==> src/rtl/bba_ram.sv <==
`timescale 1ns / 1ps

module bba_ram #(
    parameter int WIDTH = 32,
    parameter int DEPTH = 128,
    localparam int AW = (DEPTH > 1) ? $clog2(DEPTH) : 1
) (
    input  logic             i_clk,
    input  logic             i_we,
    input  logic [AW-1:0]    i_waddr,
    input  logic [WIDTH-1:0] i_wdata,
    input  logic             i_re,
    input  logic [AW-1:0]    i_raddr,
    output logic [WIDTH-1:0] o_rdata
);

    logic [WIDTH-1:0] r_mem [DEPTH];
    logic [WIDTH-1:0] r_rdata;

    always_ff @(posedge i_clk) begin
        if (i_we) begin
            r_mem[i_waddr] <= i_wdata;
        end
        if (i_re) begin
            r_rdata <= r_mem[i_raddr];
        end
    end

    assign o_rdata = r_rdata;

endmodule

==> config.mk <==
export PLATFORM = sky130hd
export DESIGN_NAME = bba_ram
export DESIGN_NICKNAME = d
export VERILOG_FILES = /design/src/rtl/bba_ram.sv
export SDC_FILE = /design/constraint.sdc
export NUM_CORES = 2
export LEC_CHECK = 0
export BUFFER_PORTS_ARGS = -buffer_cell sky130_fd_sc_hd__clkbuf_2
export CORE_MARGIN = 3
export CORE_UTILIZATION = 46
export CTS_BUF_LIST = sky130_fd_sc_hd__clkbuf_4
export DETAILED_ROUTE_END_ITERATION = 8
export GPL_TIMING_DRIVEN = 0
export SYNTH_ARGS = -nofsm -noshare
export SYNTH_HDL_FRONTEND = slang
export SYNTH_SLANG_ARGS = --single-unit
==> constraint.sdc <==
create_clock -name i_clk -period 10.68 [get_ports i_clk]
set_clock_uncertainty 0.2 [all_clocks]
set_input_delay 0.534 -clock i_clk [delete_from_list [all_inputs] [get_ports i_clk]]
set_output_delay 0.534 -clock i_clk [all_outputs]
set_load 0.01 [all_outputs]
; Word level (Yosys, flattened, before mapping)
; Memory sizes are Yosys's and may differ from the RTL's. A register that Yosys moved wholly into a read port is not among the register bits.
; Cells that the tools add are included.
[word_totals]
n_memories = 1
regBits = 0
ramBits = 4096
inputBits = 49
output_inout_bits = 32
[op_classes]
muxes = 2
[memory_table]
columns = memory, depth, word_bits, rd, rd_ports_with_merged_regs, write_ports, line
row1 = r_mem, 128, 32, 1, 1, 1, 17  ; logic [WIDTH-1:0] r_mem [DEPTH];
[ops]
columns = operator, n
row1 = $mux 1, 2

; Longest topological paths before layout
[depth]
word_depth = 2
depth_mapped = 8
mapped_depth_nobuf = 4

; Worst setup path before layout
; OpenSTA, ideal clock, no wires.
[synth_path]
path_type = input to register
from = input port i_we
to = memory r_mem[98][0], enable pin
n_path_buf = 1
path_slack_ns = 6.707
stages = 3
arrival_ns = 3.312
setup_time_ns = 0.461
required_ns = 10.019
cell_sequence = clkbuf_1 > nand4_1 > nor3_1
[synth_between]
elab_chain_len = 2
[synth_lines]
columns = element, line
row1 = "start, declared", 9  ; input logic i_we,
row2 = $mux 1, 21  ; if (i_we) begin
row3 = $mux 1 (implied by the code), 22  ; r_mem[i_waddr] <= i_wdata;
row4 = "end, declared", 17
; No other way between the ends.

==> flow_metrics.tcl <==
set metrics [dict create \
    grt_util_all_layers_pct 24.6 \
    path_max_fanout 10 \
    cts_tree "yes" \
    initial_utilization_pct 46.4 \
    hold_class "input pin to flop" \
    cts.path.max_buffers 5 \
    worstPathCellList "clkbuf_1 -> buf_2 -> clkbuf_2 -> buf_2 -> mux4_2 -> mux4_2 -> mux4_2 -> dlygate4sd3_1 -> mux2_2 -> dlygate4sd3_1" \
    drive_above_1_share_pct 43.1 \
    irDropWorstVdd_mv 0.114 \
    hpwlAfterDp_um 280000 \
    r2r_slack_ns 6.69 \
    p_leak_nw 57.0 \
    whs_ns 0.257 \
    ant_nets 0 \
    dieArea_mm2 0.347 \
    synth.avg_cell_area_um2 26.1 \
    p_sw_share_pct 22.3 \
    powerDensity_mw_per_mm2 179 \
    fin_util_pct 53.9 \
    r2r-start "r_mem[7][31]" \
    finalHoldViolCount 0 \
    min_to "r_mem[66][27]" \
    arrival_ns 5.78 \
    synth-compound-area-share_pct 0 \
    postSynthCellCount 5990 \
    gr-total-overflow 0 \
    pwr-share-comb_pct 5.9 \
    tns_ns 0 \
    dp.cells 10765 \
    synth_xor_area_share_pct 0 \
    drc 0 \
    grt_pass1_vias 78766 \
    yosysWarnings 0 \
    fin_nets 7528 \
    htreeDepth 7 \
    clk_pin_slew_worst_paths_ns 0.07 \
    cts_root_buf "clkbuf_4" \
    dp_slack_ns 5.12 \
    ys_seq_area_share_pct 79.2 \
    final_cell_mix "4,128 x edfxtp_1, 1,545 x clkbuf_4, 1,344 x mux4_2, 155 x clkbuf_1, 134 x clkinv_1" \
    synth.area.mux_share_pct 19.6 \
    critPathSlowestCell "clkbuf_2" \
    power_mw 32.7 \
    grt_max_degree 125 \
    crit_family "buffers and inverters" \
    slowest_delay_ns 0.76 \
    die_w_um 589 \
    critical_path_class "input pin to flop" \
    drtIter0Drc 10091 \
    post-route-period-util_pct 43.7 \
    cp-start-kind "input pin" \
    cts_made_buffers 1109 \
    row_count 213 \
    path_buf_inv 6 \
    drtPass1Iterations 6 \
    fin_crit_ns 4.67 \
    clkPwrFrac_pct 39.2 \
    worstHoldPathCells 4 \
    seqCellArea_mm2 0.124 \
    clock-sinks 4128 \
    dpl_cell_area_mm2 0.168 \
    routed_via_density 5.97 \
    reg2regPathDepth 6 \
    syn2layout_area_growth_pct 16.3 \
    io-pin-count 81 \
    fillCellCount 25638 \
    holdCritStartpoint "i_wdata[27]" \
    instances_no_fill 12699 \
    status "completed" \
    p_switching_mw 7.30 \
    worst_ep_required_time_ns 11.79 \
    gp_congestion 0.981 \
    post_drt_wl_per_cell_um 33.2 \
    rsz0062_at_grt "false" \
    internal_power_mw 25.4 \
    insertion_delay_ns 1.61 \
    worst_pin_slew_ns 1.40 \
    finalMaxSlewViolations 0 \
    port_buffers 69 \
    netlist_area_mm2 0.157 \
    multi_input_area_mm2 0.0323 \
    antenna_found_initial 81 \
    fp.coreArea_mm2 0.338 \
    grt_pass1_wl_um 589000 \
    ys_seq_elements 4128 \
    pwr-share-seq_pct 54.8 \
    synth_top_family_by_area "multiplexers" \
    clock.fmax_mhz 214 \
    crit-reg2reg-capture "o_rdata[31]" \
    cp-end-kind "flop" \
    stdcell_area_mm2 0.182 \
    ys_types 16 \
    mappedNetlistNets 6039 \
    crit_top_cell "mux4_2" \
    yosys.area_share.simple_pct 0.445 \
    relSlewSlack_pct 6.93 \
    setup_viol 0 \
    maxCapViolations 0 \
    worst_slack_ns 6.01 \
    via_count 75817 \
    synthAdderAreaFrac_pct 0 \
    final_common_cell "edfxtp_1" \
    die_height_um 589 \
    drt_wl_total_um 422000 \
]
[how the worst max path moves through the flow]
stage | startpoint | to | depth (start not counted)
floorplan | i_we | r_mem[98][0] | 3
global placement | i_waddr[4] | r_mem[84][16] | 4
detailed placement | i_raddr[2] | o_rdata[17] | 8
CTS | i_raddr[2] | o_rdata[31] | 10
global route | i_raddr[2] | o_rdata[31] | 10
finish | i_raddr[2] | o_rdata[31] | 10
[metal layers]
layer	global-route usage (%)	share of wire, %	up-vias
li1	-	-	30205
met1	33.6	38	40881
met2	38.0	48	4157
met3	7.22	11	568
met4	9.04	2.9	6
met5	0	0.0078	-
[cell usage after synthesis (all sizes together)]
| cell type | count | share of area, % |
|---|---|---|
| nand3 | 12 | 0.038 |
| nor2b | 7 | 0.028 |
| clkbuf | 182 | 0.44 |
| mux4 | 1344 | 19 |
| buf | 134 | 0.40 |
| edfxtp | 4128 | 79 |
| nand2b | 2 | 0.0080 |
| nor2 | 122 | 0.29 |
| mux2 | 32 | 0.23 |
| nand4 | 3 | 0.012 |
| nand2 | 14 | 0.034 |
| or3 | 1 | 0.0040 |
| nor3 | 9 | 0.029 |
[sequential cells by signal, summed over array words and instances (netlist names)]
signal	cells
o_rdata	32
r_mem	4096
[power by group through the flow]
stage	logic, mW	registers, mW	clock network, mW
floorplan	0.863	18.3	0
CTS	1.94	17.9	13.1
global route	2.01	17.9	14.0
global placement	1.75	18.3	0
finish	1.94	17.9	12.8
detailed placement	1.87	18.3	0
[layout make-up]
| class | count | share of cell area [%] |
|---|---|---|
| timing repair buffer | 378 | 3.39 |
| antenna | 104 | 0.143 |
| clock buffer | 1525 | 6.29 |
| multi-input combinational | 1546 | 17.7 |
| tap | 4515 | 3.10 |
| sequential | 4128 | 68.1 |
| buffer | 316 | 0.741 |
| clock inverter | 187 | 0.548 |
[timing repair]
item,CTS,global route
hold endpoints to repair,6128,0
buffers inserted,0,0
hold buffers,118,0
endpoints found under the setup margin,0,0
gates resized for setup,0,0
[worst reg2reg max path, stage by stage (launching register included)]
cell and delay [ns]:
edfxtp_1 0.35, mux4_2 0.50, mux4_2 0.61, mux4_2 0.48
dlygate4sd3_1 0.56, mux2_2 0.33, dlygate4sd3_1 0.68
[logic make-up after synthesis]
kind of cell / after synthesis
buffers and inverters: 316
flip-flops: 4128
multiplexers: 1376
AND/OR/NAND/NOR: 170
(Power assumes the default switching activity.)
