### src/rtl/bba_pkg.sv
`timescale 1ns / 1ps

package bba_pkg;

    localparam int OP_W  = 2;
    localparam int IDX_W = 16;
    localparam int ST_W  = 2;
    localparam int CNT_W = 13;

    localparam int TOTAL_RESET = 4096;

    typedef enum logic [OP_W-1:0] {
        OP_CHECK = 2'd0,
        OP_ALLOC = 2'd1,
        OP_FREE  = 2'd2
    } t_op;

    typedef enum logic [ST_W-1:0] {
        ST_FAIL     = 2'd0,
        ST_USED     = 2'd1,
        ST_FREE     = 2'd2,
        ST_WAS_FREE = 2'd3
    } t_status;

endpackage

### src/rtl/bba_split.sv
`timescale 1ns / 1ps

module bba_split #(
    parameter int WORD_BITS = 32,
    parameter int AW = 7,
    localparam int BW = $clog2(WORD_BITS)
) (
    input  logic                       i_clk,
    input  logic                       i_en,
    input  logic [bba_pkg::IDX_W-1:0]  i_blk,
    output logic [AW-1:0]              o_word,
    output logic [BW-1:0]              o_bit
);
    import bba_pkg::*;

    localparam int SH    = IDX_W + BW;
    localparam int RECIP = (1 << SH) / WORD_BITS + 1;
    localparam int RW    = SH + 1;
    localparam int PW    = IDX_W + RW;
    localparam int MW    = IDX_W + BW + 1;

    logic [IDX_W-1:0] r_blk;
    logic [IDX_W-1:0] r_q;
    logic [BW-1:0]    r_bit;
    logic [PW-1:0]    w_prod;
    logic [MW-1:0]    w_back;
    logic [IDX_W-1:0] w_rem;

    // quotient by reciprocal, exact for every index value
    assign w_prod = {{RW{1'b0}}, i_blk} * PW'(RECIP);
    assign w_back = {{(BW+1){1'b0}}, r_q} * MW'(WORD_BITS);
    assign w_rem  = r_blk - w_back[IDX_W-1:0];

    always_ff @(posedge i_clk) begin
        if (i_en) begin
            r_blk <= i_blk;
            r_q   <= w_prod[SH +: IDX_W];
        end
        r_bit <= w_rem[BW-1:0];
    end

    assign o_word = r_q[AW-1:0];
    assign o_bit  = r_bit;

endmodule

### config.mk
export PLATFORM = sky130hd
export DESIGN_NAME = bba_split
export DESIGN_NICKNAME = d
export VERILOG_FILES = /design/src/rtl/bba_pkg.sv /design/src/rtl/bba_split.sv
export SDC_FILE = /design/constraint.sdc
export NUM_CORES = 1
export LEC_CHECK = 0
export BUFFER_PORTS_ARGS = -buffer_cell sky130_fd_sc_hd__buf_2
export CAP_MARGIN = 0
export CORE_AREA = 5 5 42 44
export DETAILED_ROUTE_END_ITERATION = 8
export DIE_AREA = 0 0 47 49
export MAX_ROUTING_LAYER = met4
export PLACE_DENSITY = 0.71
export SLEW_MARGIN = 20
export SYNTH_ARGS = -nofsm -noshare
export SYNTH_HDL_FRONTEND = slang
export SYNTH_SLANG_ARGS = --single-unit
### constraint.sdc
create_clock -name i_clk -period 0.8 [get_ports i_clk]
set_input_delay 0.08 -clock i_clk [delete_from_list [all_inputs] [get_ports i_clk]]
set_output_delay 0.08 -clock i_clk [all_outputs]
set_load 0.005 [all_outputs]
# Yosys cells after proc, flatten, opt, wreduce, memory -nomap -nowiden
# Index checks and enable logic that the tools add are counted.
op_classes:
  add_sub_neg: 1
  n_mul: 1
op_table:
  columns: ["operator", "n"]
  rows:
  - ["multiplier 16 x 17 -> 28 bit (second input constant)", 1]
  - ["subtractor 5 x 1 -> 5 bit (second input constant)", 1]
totals:
  ff_bits: 17
  inputBits: 18

# Longest topological paths before layout
logic_depth:
  word_depth: 1
  mapped_depth: 0

# Least setup slack after synthesis
# Ideal clock, no wire load.
synth_timing:
  kind: "flip-flop to flip-flop"
  start: "reg r_blk[0]"
  end: "reg r_bit[0] (netlist: o_bit[0])"
  arrival_time_ns: 0.323
  path_slack_ns: 0.350
  path_stages_with_launch: 1
  path_buffers: 0
  period_less_slack_ns: 0.450
  path_cell_list: "edfxtp_1"
synth_via:
  elab_chain_len: 1
synth_rtl:
  columns: ["element", "line", "text"]
  rows:
  - ["start: declaration", "bba_split.sv:22", "logic [IDX_W-1:0] r_blk;"]
  - ["start signal: assignment", "bba_split.sv:36", "r_blk <= i_blk;"]
  - ["subtractor 5 x 1 -> 5 bit", "bba_split.sv:32", "assign w_rem = r_blk - w_back[IDX_W-1:0];"]
  - ["end signal: assignment", "bba_split.sv:39", "r_bit <= w_rem[BW-1:0];"]
  - ["end: declaration", "bba_split.sv:24", "logic [BW-1:0] r_bit;"]
# Every way passes these cells.
# A chain may end at the register's enable or synchronous reset.

# Final worst setup path
layout_timing:
  start: "reg r_q[5]"
  end: "out o_word[5]"
layout_rtl:
  columns: ["element", "line", "text"]
  rows:
  - ["start: declaration", "bba_split.sv:23", "logic [IDX_W-1:0] r_q;"]
  - ["start signal: assignment", "bba_split.sv:37", "r_q <= w_prod[SH +: IDX_W];"]
  - ["end: declaration", "bba_split.sv:11", "output logic [AW-1:0] o_word,"]
# No word-level cell between the ends.

==> metrics.txt <==
P_leak between 0.0003 and 0.0004 uW; Area Overhead vs Synth 63.6%; Final setup viols 7; antenna cells 0; max_slew headroom 0.826; Slew Limit Fails 0; global route total overflow 0; Max stage delay cell, worst path edfxtp_1; post-synth cell types 2; async set or reset register ratio after synthesis 0; WP depth 1; Syn Nets 35; Main synth FF type edfxtp_1; chip height ~49 um; Worst EP required 720 ps; Gate Count Post-Synth 17; Reg clk slew, reported paths 100 ps; Max H-tree Level 1; Worst-Margin Slew roughly 260 ps; initial antenna violation count 0; All-Layer GR Usage 0.0971; DR WL/cell between 10 and 15 um; Multi-input gate area 0 um^2; Core Region 0.00140 mm^2; number of global-route vias before repair 325; Hold WC Path Type in -> reg; Arr. time, crit path approximately 800 ps; period utilization 1.11; Min Clock Period, post-route 885 ps; clk_skew 0.482 ps; Antenna Nets Post-Route 0; post-synth top area share 0.783; PwrDens 2130 mW/mm^2; Worst VDD drop 1.15 mV; max_cap viols 0; top cells by count, synth edfxtp_1, dfxtp_1; Register-to-Register Path Depth 0; Iteration-0 DRC Markers 1; sequential-to-total area share from yosys stat 1.00; syn_area_per_cell 27.1 um^2; share of cells above drive strength 1 0.500; first-pass GRT wire length 1500 um; pre-CTS setup slack approximately 140 ps; drt drc 0; mapped cell area between 400 and 500 um^2; sequential standard cell area 460 um^2; violated checks setup timing; Initial Utilization 0.329; GPL Wtd Cong roughly 0.6; Layout Nets 77; IO buf count 25; top sig layer met4; final core utilization 0.538; clk buf depth 2; Crit path largest cell delay 380 ps; CP Class reg -> out; DR vias/cell 3.97; met2 routed wirelength around 520 um; leading area contributor after synthesis edfxtp_1; status finished, violations left; worst skew pair latency 280 ps; Die Area 0.00230 mm^2; DRT met1 WL 313 um; Yosys warning count 0; crit path launch type flop; CP bufs+invs 1; worst hold margin between 150 and 200 ps; Worst setup EP type output port; clk sinks 17; CTS root buffer clkbuf_4; worst hold stages 1; CP Cell Sequence buf_2; #MultiIn Comb 0; first-pass iteration count of the detailed router 3; WL final 931 um; CTS Buf Count 3; largest net degree at the start of global routing 13; Final Hold Fails 0; worst-path fanout max 1; CTS tree yes; family with the most delay on the worst path flip-flops; routed vias 294; routed wl met3 86 um; Post-synth EDFFs 12; Core Rows 14; Max Fclk 1.13 GHz; count of state elements after synthesis 17; top-count cell post-synth edfxtp_1; fill count 118; RSZ-0062 raised after global routing yes; IO Count 30; Die Width between 40 and 50 um; final worst setup slack -84.7 ps; top cells by area, synth edfxtp_1, dfxtp_1
-- report_power, final --
group / switching, uW / internal [uW]
clock: 248 / 185
sequential: 13.7 / 1010
combinational: 51.2 / 90.2
-- kinds of logic (layout without fill, tap and decap cells) --
| family | Yosys count | after routing | share of synthesized area |
|---|---|---|---|
| DFF | 17 | 17 | 1.00 |
| buffers and inverters | 0 | 41 | 0 |
-- sequential cells by signal, indices dropped and copies added, names as in the netlist --
| name | flops |
|---|---|
| r_blk | 5 |
| r_q | 7 |
| o_bit | 5 |
-- layout by cell type, fill, tap and decap left out --
cell type and count:
dfxtp_1 5, clkbuf_4 3, edfxtp_1 12, buf_2 25, dlygate4sd3_1 12, clkinv_2 1
-- final cells by class --
cell class / count / area share
clock buffers: 3 / 0.0299
flip-flops and latches: 17 / 0.611
clock inverters: 1 / 0.00664
well taps: 16 / 0.0266
repair buffers: 37 / 0.326
-- path summary, 6_finish.rpt --
path | start | end | slack [ps]
worst max-delay path | r_q[5] | o_word[5] | -80
worst min-delay path | i_en | r_q[5] | 180
worst max register to register | r_blk[3] | o_bit[3] | 310
worst min register to register | r_blk[1] | o_bit[1] | 350
-- repair_timing --
item                                   4_1_cts  5_1_grt
pin swaps                                    0        0
setup buffers                                0        0
hold buffers                                12        0
setup endpoints to repair                    7       11
endpoints found under the hold margin       12        0
gates resized for setup                      0        0
-- stage by stage --
stage	TNS (ps)	instances	instance area [um^2]	total power, uW
6_report	-471	74	753	1600
3_5_place_dp	0	58	606	1140
3_3_place_gp	0	58	606	1140
2_1_floorplan	0	17	460	1060
5_1_grt	-919	74	753	1690
4_1_cts	-538	74	753	1620
-- metal layers --
layer,vias to the layer above,global-route usage
met5,-,-
met4,0,0.0415
met3,2,0.0369
met2,17,0.161
met1,129,0.0979
li1,146,-
Power figures use the tool's default switching activity.
