### config.mk
export PLATFORM = sky130hd
export DESIGN_NAME = bba_find
export DESIGN_NICKNAME = d
export VERILOG_FILES = /design/src/rtl/bba_find.sv
export SDC_FILE = /design/constraint.sdc
export NUM_CORES = 1
export LEC_CHECK = 0
export BUFFER_PORTS_ARGS = -buffer_cell sky130_fd_sc_hd__buf_4
export CAP_MARGIN = 20
export CORE_AREA = 5 5 42 44
export DETAILED_ROUTE_END_ITERATION = 16
export DIE_AREA = 0 0 47 49
export PLACE_DENSITY = 0.67
export RECOVER_POWER = 50
export SETUP_SLACK_MARGIN = 0.02
export SLEW_MARGIN = 40
export SYNTH_ARGS = -nofsm -noshare
export SYNTH_HDL_FRONTEND = slang
export SYNTH_SLANG_ARGS = --single-unit
### constraint.sdc
create_clock -name vclk -period 1.25
set_input_delay 0.0625 -clock vclk [all_inputs]
set_output_delay 0.0625 -clock vclk [all_outputs]
set_load 0.05 [all_outputs]
### src/rtl/bba_find.sv
`timescale 1ns / 1ps

module bba_find #(
    parameter int WORD_BITS = 32,
    localparam int BW = $clog2(WORD_BITS)
) (
    input  logic [WORD_BITS-1:0] i_bits,
    output logic                 o_found,
    output logic [BW-1:0]        o_pos
);

    // lowest set bit wins
    always_comb begin
        o_pos = '0;
        for (int i = WORD_BITS - 1; i >= 0; i--) begin
            if (i_bits[i]) begin
                o_pos = BW'(i);
            end
        end
        o_found = |i_bits;
    end

endmodule

# Word level (Yosys, flattened, before mapping)
# Cells that the tools add are included.
# word_totals
mem_count	0
mem_bits_ro	0
ff_bits	0
output_inout_bits	6
mem_bits_rw	0
input_bits	32
latchBits	0
elab_cells	33
# classes
div	0
n_eq_ne	0
order_cmp	0
shift	0
mux	32
n_reduce_logical	1
mul	0
n_bitwise	0
add_sub_neg	0
# ops
operator	count
$mux 5	32
$reduce_or 32->1	1

# Logic depth before layout (Yosys ltp)
# Gate-level depths: netlist (run 1).
# logic_depth
ltp_word	32
ltp_mapped	5
depth_no_buf	5

# Worst setup path before layout (run 1)
# No wires, ideal clock.
# synth_timing
path_kind	input to output
startpoint	in i_bits[30]
endpoint	out o_pos[0]
setup_slack_ns	-0.678
t_arrival_ns	1.866
required_ns	1.188
path_buffers	0
cell_stages	5
cell_sequence	nor3b_1 nor3_1 o31ai_1 o2111ai_1 a221oi_1
# synth_via
elab_chain_len	31
# synth_rtl
item	line	text
start: declaration	7	input logic [WORD_BITS-1:0] i_bits,
$mux 5 (31 in series)	16	if (i_bits[i]) begin
end: declaration	9	output logic [BW-1:0] o_pos
# No other way between the ends.

# Worst setup path after layout (run 1)
# layout_timing
startpoint	in i_bits[28]
endpoint	out o_pos[0]
# layout_via
elab_chain_len	29
# layout_rtl
item	line
$mux 5 (29 in series)	16
# No other way between the ends.

==> results of run 1 <==
## metrics by stage
step / setup TNS, ns / total power [µW] / util / instances
floorplan: -0.393 / 72.5 / - / 65
global placement: -0.830 / 247 / 0.655 / 143
detailed placement: -0.950 / 251 / 0.655 / 143
CTS: -0.591 / 275 / 0.716 / 144
global route: -1.06 / 329 / 0.783 / 145
finish: -0.654 / 307 / 0.783 / 145
## critical path, stage by stage
cell and delay [ns]:
buf_8 0.10, nor3b_4 0.18, nor3_2 0.07, o31ai_2 0.27
o2111ai_2 0.20, a221oi_4 0.30, buf_6 0.19
## placed cells by master, fill, tap and decap left out, drive strengths merged
cell type,count
a2111oi,2
a211oi,1
a21boi,1
a21o,1
a21oi,7
a221oi,1
and2,1
buf,64
inv,6
nand2,3
nand3,1
nand4,1
nor2,10
nor2b,1
nor3,7
nor3b,2
nor4,7
o2111ai,1
o21a,1
o21ai,3
o31ai,4
or4,4
## power breakdown
group / total (µW) / internal, µW / switching, µW
sequential: 0 / 0 / 0
clock: 0 / 0 / 0
combinational: 307 / 168 / 139
## layer usage
layer  global-route usage  wire length, µm
met5                    0                0
met4              0.00922               18
met3              0.00369              155
met2                0.287             1150
met1                0.214              778
## layout make-up
class	instances	area, µm²	share of cell area
repair buffers	64	533	0.486
multi-input cells	59	522	0.475
inverters	6	22.5	0.0205
well taps	16	20.0	0.0182
## worst max path at each step
stage | slack (ns) | cells past startpoint | end
finish | -0.20 | 7 | o_pos[0]
global route | -0.29 | 7 | o_pos[0]
CTS | -0.19 | 7 | o_pos[0]
detailed placement | -0.20 | 7 | o_pos[0]
global placement | -0.18 | 6 | o_found
floorplan | -0.16 | 3 | o_found
## kinds of logic (layout without fill, tap and decap cells)
group | count (synthesis) | count (layout) | synth area share
buffers and inverters | 6 | 70 | 0.0584
AOI/OAI and AO/OA | 22 | 22 | 0.386
and+or+nand+nor | 37 | 37 | 0.555
## what timing repair did
| item | CTS | global route |
|---|---|---|
| buffers inserted | 1 | 1 |
| resized for setup | 16 | 20 |
| pin swaps | 7 | 8 |
| endpoints found under the setup margin | 6 | 6 |
==> key figures, run 1 <==
Logic synthesis
  • Share of the synthesized area in the top cell type: 0.114
  • Synth area leaders: nor4_1 11%, nor2_1 9.7%, a21oi_1 9.1%
  • Syn. warnings: 0
  • Mapped Cells: 65
  • Sequential area share after synthesis: 0
  • Cell taking the most area after synthesis: nor4_1
  • Syn nets: 97
  • Distinct cells, synth: 24
  • Syn_area_per_cell: 5.93 µm²
  • Most common cell in the netlist: nor2_1
  • Post-synth top cells: 10 x nor2_1, 7 x a21oi_1, 7 x nor4_1, 6 x inv_1, 5 x nor3_1
  • Synthesized area: between 300 and 400 µm²

Place
  • Pre-CTS setup slack: -0.204 ns
  • GP Congestion: between 0.8 and 0.9
  • I/O Buffers: 38
  • Dpl cell area: 918 µm²
  • DP HPWL: 1.53 mm

Routing
  • Final WL: roughly 2.1 mm
  • Drt pass-1 iters: 4
  • Detailed Route Iter0 Violations: 8
  • Post-route DRC: 0
  • Total number of vias: ~800
  • Post-route antenna net violation count: 0
  • Via-per-instance ratio: around 5.5
  • WL per Instance: 14.5 µm

Timing
  • Final min period: between 1 and 1.5 ns
  • Fin crit share: 1.16
  • Fin. max-slew vios: 0
  • Final worst setup slack: -0.199 ns
  • Worst-Margin Slew: around 0.48 ns
  • Fmax: around 700 MHz
  • Rel. slew slack: 0.674
  • Final setup viols: 6
  • Hold Fails Final Rpt: 0
  • RSZ-0062 raised after global routing: true
  • Hold WS: between 0.5 and 0.6 ns

Die
  • Placeable Area: approximately 0.0014 mm²
  • Initial Util: 0.275
  • Chip Width: between 40 and 50 µm
  • Num ports: 38
  • Die area: between 0.002 and 0.0025 mm²
  • Row Count: 14
  • Die H: between 40 and 50 µm

Worst setup path
  • WS Path Type: primary input to primary output
  • Req. time, crit path: around 1.2 ns
  • Crit path from: i_bits[28]
  • Maximum fanout along the worst path: 4
  • CP endpoint kind: primary output
  • Element type at the critical path start: primary input
  • Worst EP arrival: 1.39 ns

Layout
  • Filler instances: between 100 and 150
  • Share of cells above drive strength 1: 0.682
  • Antenna Diode Count: 0
  • FF+latch area: 0 µm²
  • Area Growth Syn to Fin: 185%
  • Nets: between 150 and 200
  • Design Area, Final: approximately 0.0011 mm²
  • CLK BUF: 0
  • Seq Cell Count: 0

Outcome
  • Outcome: finished with violations
  • Failing checks: setup timing

Hold path
  • Worst min path class: primary input to primary output
  • Hold_sp: i_bits[10]
  • Hold Crit Depth: 5
  • Hold EP: o_pos[2]

Global routing
  • Largest net degree at the start of global routing: 6
  • First-pass GRT wire length: roughly 3 mm
  • GRT overflow: 0
  • Initial antenna violation count: 0
  • Gr usage total: 0.160
  • Vias in the first global route: 766

Power
  • PwrDens: between 200 and 300 mW/mm²
  • Maximum VDD drop: 179 µV
  • Static leakage: 0.000477 µW

CTS
  • # hold bufs at CTS: 0

Flow run
  • Max Cap Viol: 0
(Power assumes the default switching activity.)
==> run 2, diff against run 1 <==
--- a/config.mk
+++ b/config.mk
@@ -5,11 +5,11 @@
 export SDC_FILE = /design/constraint.sdc
 export NUM_CORES = 1
 export LEC_CHECK = 0
-export BUFFER_PORTS_ARGS = -buffer_cell sky130_fd_sc_hd__buf_4
+export BUFFER_PORTS_ARGS = -buffer_cell sky130_fd_sc_hd__buf_2
 export CAP_MARGIN = 20
-export CORE_AREA = 5 5 42 44
+export CORE_AREA = 4 4 41 43
 export DETAILED_ROUTE_END_ITERATION = 16
-export DIE_AREA = 0 0 47 49
+export DIE_AREA = 0 0 45 47
 export PLACE_DENSITY = 0.67
 export RECOVER_POWER = 50
 export SETUP_SLACK_MARGIN = 0.02
==> key figures, run 2 (same netlist as run 1, synthesis figures left out) <==
Outcome
  • Outcome: finished with violations
  • Failing checks: setup timing

Timing
  • Final setup viols: 6 (unchanged)
  • Setup TNS: -0.524 ns (+0.130 ns)
  • Rel. slew slack: 0.724 (+0.0496)
  • Fmax: 728 MHz (+5.5%)
  • Final min period: 1.37 ns (-0.0758 ns)
  • Fin crit share: 1.10 (-0.0607)
  • RSZ-0062 raised after global routing: true
  • Hold Fails Final Rpt: 0 (unchanged)
  • Fin. max-slew vios: 0 (unchanged)
  • Worst-Margin Slew: 0.404 ns (-0.0726 ns)
  • Final worst setup slack: -0.123 ns (+0.0758 ns)

Place
  • DP Cell Count: 141 (-1.4%)
  • Dpl cell area: 815 µm² (-11%)
  • GP Congestion: 0.798 (-1.7%)
  • Pre-CTS setup slack: -0.213 ns (-0.00824 ns)
  • I/O Buffers: 38 (unchanged)
  • DP HPWL: 1.48 mm (-3.1%)

Die
  • Die H: 47 µm (-4.1%)
  • Chip Width: 45 µm (-4.3%)
  • Placeable Area: 0.00130 mm² (-7.1%)
  • Row Count: 13 (-1)
  • Num ports: 38 (unchanged)
  • Initial Util: 0.296 (+0.0212)
  • Die area: 0.00212 mm² (-8.2%)

Routing
  • WL per Instance: 12.6 µm (-13%)
  • Final WL: 1.79 mm (-15%)
  • Drt pass-1 iters: 5 (+1)
  • Total number of vias: 763 (-3.8%)
  • Post-route DRC: 0 (unchanged)
  • Detailed Route Iter0 Violations: 9 (+1)
  • Via-per-instance ratio: 5.37 (-1.8%)
  • Post-route antenna net violation count: 0 (unchanged)

Layout
  • Seq Cell Count: 0 (unchanged)
  • Nets: 161 (-1.2%)
  • Share of cells above drive strength 1: 0.661 (-0.0208)
  • Filler instances: 105 (-2.8%)
  • Design Area, Final: 965 µm² (-12%)
  • Most frequent cells in the layout: 28 x buf_2, 23 x buf_4, 9 x buf_6
  • FF+latch area: 0 µm² (unchanged)
  • Most common cell after layout, fill and taps aside: buf_2
  • CLK BUF: 0 (unchanged)
  • Footprint of the multi-input gates: 479 µm² (-8.2%)
  • Post-Layout Cell Count: 142 (-2.1%)
  • Antenna Diode Count: 0 (unchanged)
  • Area Growth Syn to Fin: 150%

Worst setup path
  • CP endpoint kind: primary output
  • WP buf/inv: 4 (+2)
  • Element type at the critical path start: primary input
  • Slowest CP cell: a2111oi_1
  • Worst-path cell chain: buf_2, inv_1, a21oi_1, o21a_1, a2111oi_1, buf_4, a221oi_4, buf_6
  • Worst EP arrival: 1.31 ns (-0.08 ns)
  • Req. time, crit path: 1.19 ns (about the same)
  • Maximum fanout along the worst path: 4 (unchanged)
  • Largest stage delay, worst path: 0.42 ns (+0.12 ns)
  • WS Path Type: primary input to primary output
  • CP top delay family: compound AO/OA/AOI/OAI gates

Flow run
  • Max Cap Viol: 0 (unchanged)

Global routing
  • Gr usage total: 0.173 (+0.0131)
  • Vias in the first global route: 745 (-2.7%)
  • GRT overflow: 0 (unchanged)
  • First-pass GRT wire length: 2.86 mm (-4.4%)
  • Initial antenna violation count: 0 (unchanged)
  • Largest net degree at the start of global routing: 6 (unchanged)

CTS
  • # hold bufs at CTS: 0 (unchanged)

Hold path
  • Worst min path class: primary input to primary output

Power
  • Maximum VDD drop: 148 µV (-17%)
  • Static leakage: 0.000436 µW (-8.7%)
  • PwrDens: 263 mW/mm² (-6.0%)
run 2: changes by cell type in the layout (fill, tap and decap cells not counted), moves of 2 or more:
cell / previous run / this run
nor4_1: 2 / 4
buf_2: 0 / 28
nor2_4: 3 / 1
buf_4: 53 / 23
nor2_2: 0 / 2
run 2: layout make-up:
type	count	area share
Timing Repair Buffer	62	0.460
Tap cell	15	0.0195
Inverter	6	0.0233
Multi-Input combinational cell	59	0.497
run 2: worst min-delay path: stages:
cell	delay (ns)
buf_2	0.10
buf_4	0.12
a221oi_4	0.03
buf_6	0.14
run 2: stage by stage:
stage | util | hold slack (ns) | total power [µW]
final | 0.741 | 0.518 | 254
after global routing | 0.741 | 0.541 | 275
after CTS | 0.702 | 0.508 | 242
after detailed placement | 0.626 | 0.555 | 216
after global placement | 0.626 | 0.553 | 213
after floorplan | - | 0.179 | 72.5
run 2: worst paths after layout:
check | start | endpoint | slack (ns) | cells past startpoint
worst max-delay path | i_bits[11] | o_pos[0] | -0.12 | 8
worst min-delay path | i_bits[0] | o_pos[0] | 0.52 | 4
run 2: metal layers:
| metal | global-route usage | vias to the layer above | share of wire |
|---|---|---|---|
| li1 | - | 389 | - |
| met1 | 0.205 | 343 | 0.43 |
| met2 | 0.342 | 29 | 0.50 |
| met3 | 0.0153 | 2 | 0.065 |
| met4 | 0.0234 | 0 | 0.0039 |
| met5 | 0 | - | 0 |
run 2: repair_timing:
item                       in CTS  in global routing
setup endpoints to repair       6                  6
setup buffers                   0                  1
cloned                          0                  0
resized for setup              23                 12
pin swaps                       9                 10
run 2: report_power, final:
part | switching, µW | leakage (µW) | internal, µW | total (µW)
clock network | 0 | 0 | 0 | 0
logic | 124 | 0.000436 | 130 | 254
registers | 0 | 0 | 0 | 0
==> run 3, diff against run 2 <==
--- a/config.mk
+++ b/config.mk
@@ -10,7 +10,7 @@
 export CORE_AREA = 4 4 41 43
 export DETAILED_ROUTE_END_ITERATION = 16
 export DIE_AREA = 0 0 45 47
-export PLACE_DENSITY = 0.67
+export PLACE_DENSITY = 0.72
 export RECOVER_POWER = 50
 export SETUP_SLACK_MARGIN = 0.02
 export SLEW_MARGIN = 40
==> key figures, run 3 (same netlist as run 1, synthesis figures left out) <==
Timing
  • Worst-Margin Slew: 0.416 ns (+0.0120 ns)
  • Final setup viols: 6 (unchanged)
  • Rel. slew slack: 0.722 (-0.00172)
  • Fin crit share: 1.19 (+0.0884)
  • Fmax: 674 MHz (-7.4%)
  • Hold Fails Final Rpt: 0 (unchanged)
  • RSZ-0062 raised after global routing: true
  • Final worst setup slack: -0.234 ns (-0.111 ns)
  • Setup TNS: -0.643 ns (-0.119 ns)
  • Fin. max-slew vios: 0 (unchanged)
  • Final min period: 1.48 ns (+0.111 ns)

Layout
  • Nets: 165 (+2.5%)
  • Area Growth Syn to Fin: 169%
  • Most frequent cells in the layout: 27 x buf_2, 27 x buf_4, 10 x buf_6
  • Antenna Diode Count: 0 (unchanged)
  • FF+latch area: 0 µm² (unchanged)
  • Final core utilization: 0.797 (+0.0558)
  • CLK BUF: 0 (unchanged)
  • Share of cells above drive strength 1: 0.672 (+0.0103)
  • Design Area, Final: 0.00104 mm² (+7.5%)
  • Seq Cell Count: 0 (unchanged)
  • Filler instances: 90 (-14%)

Die
  • Initial Util: 0.296 (unchanged)
  • Chip Width: 45 µm (unchanged)
  • Die area: 0.00212 mm² (unchanged)
  • Num ports: 38 (unchanged)
  • Die H: 47 µm (unchanged)
  • Placeable Area: 0.00130 mm² (unchanged)
  • Row Count: 13 (unchanged)

Outcome
  • Failing checks: setup timing
  • Outcome: finished with violations

Global routing
  • GRT overflow: 0 (unchanged)
  • Vias in the first global route: 758 (+1.7%)
  • Largest net degree at the start of global routing: 6 (unchanged)
  • Initial antenna violation count: 0 (unchanged)
  • First-pass GRT wire length: 2.97 mm (+3.9%)
  • Gr usage total: 0.185 (+0.0120)

Routing
  • WL per Instance: 14.7 µm (+17%)
  • Via-per-instance ratio: 5.47 (+1.7%)
  • Met3 wire len: 137 µm (+18%)
  • Top Layer Used: met4
  • Final WL: 2.14 mm (+20%)
  • Drt pass-1 iters: 4 (-1)
  • Total number of vias: 798 (+4.6%)
  • Met2 routed WL: 1.18 mm (+32%)
  • Wl on met1: 808 µm (+5.3%)
  • Detailed Route Iter0 Violations: 8 (-1)
  • Post-route antenna net violation count: 0 (unchanged)
  • Post-route DRC: 0 (unchanged)

Power
  • Static leakage: 0.000464 µW (+6.5%)
  • Logic gate share of total power: 1.000 (about the same)
  • PwrDens: 273 mW/mm² (+3.5%)
  • Cell Int Power: 141 µW (+8.5%)
  • Clock network fraction of total power: 0 (unchanged)
  • Maximum VDD drop: 215 µV (+45%)
  • Switching share of power: 0.501 (+0.0127)
  • Seq pwr share: 0 (unchanged)
  • Net Switching: 142 µW (+14%)

Place
  • DP HPWL: 1.51 mm (+1.6%)
  • Pre-CTS setup slack: -0.403 ns (-0.190 ns)
  • GP Congestion: 0.821 (+2.9%)
  • Dpl cell area: 822 µm² (+0.92%)
  • I/O Buffers: 38 (unchanged)

Flow run
  • Max Cap Viol: 0 (unchanged)

Worst setup path
  • Worst-path cell chain: buf_2, nor2b_1, nor3_2, o31ai_2, o2111ai_2, a221oi_4, buf_6
  • Slowest CP cell: a221oi_4
  • CP endpoint kind: primary output
  • Req. time, crit path: 1.19 ns (about the same)
  • CP top delay family: compound AO/OA/AOI/OAI gates
  • Largest stage delay, worst path: 0.32 ns (-0.10 ns)
  • Maximum fanout along the worst path: 4 (unchanged)
  • Worst EP arrival: 1.42 ns (+0.11 ns)
  • WP buf/inv: 2 (-2)
  • WS Path Type: primary input to primary output
  • Element type at the critical path start: primary input

CTS
  • # hold bufs at CTS: 0 (unchanged)

Hold path
  • Worst min path class: primary input to primary output
[run 3: changes by cell type in the layout (fill, tap and decap cells not counted), sizes merged]
cell	change
buf	+4
[run 3: repair_timing]
item                                    in CTS  in global routing
setup buffers                                3                  1
endpoints found under the hold margin        0                  0
pin swaps                                    8                  8
gates resized for setup                     27                 15
endpoints found under the setup margin       6                  6
[run 3: power by group through the flow]
stage / clock network (µW) / logic [µW] / registers (µW)
finish: 0 / 283 / 0
global route: 0 / 304 / 0
CTS: 0 / 251 / 0
detailed placement: 0 / 220 / 0
global placement: 0 / 216 / 0
floorplan: 0 / 72.5 / 0
[run 3: layout make-up]
cell class	count	area (µm²)	area share
timing repair buffer	66	480	0.463
tap	15	18.8	0.0181
multi-input combinational	59	515	0.497
inverter	6	22.5	0.0217
[run 3: metal layers]
| metal | up-vias | global-route usage |
|---|---|---|
| li1 | 393 | - |
| met1 | 371 | 0.214 |
| met2 | 32 | 0.367 |
| met3 | 2 | 0.0153 |
| met4 | 0 | 0.0351 |
| met5 | - | 0 |
[run 3: metrics by stage]
stage | power, µW | cells | hold slack (ns)
3_5_place_dp | 220 | 142 | 0.575
2_1_floorplan | 72.5 | 65 | 0.179
5_1_grt | 304 | 146 | 0.565
6_report | 283 | 146 | 0.555
3_3_place_gp | 216 | 142 | 0.562
4_1_cts | 251 | 145 | 0.528
[run 3: path summary, 6_finish.rpt]
| kind | slack [ns] | to | cells past startpoint | startpoint |
|---|---|---|---|---|
| max | -0.23 | o_pos[0] | 7 | i_bits[29] |
| min | 0.56 | o_pos[0] | 4 | i_bits[0] |
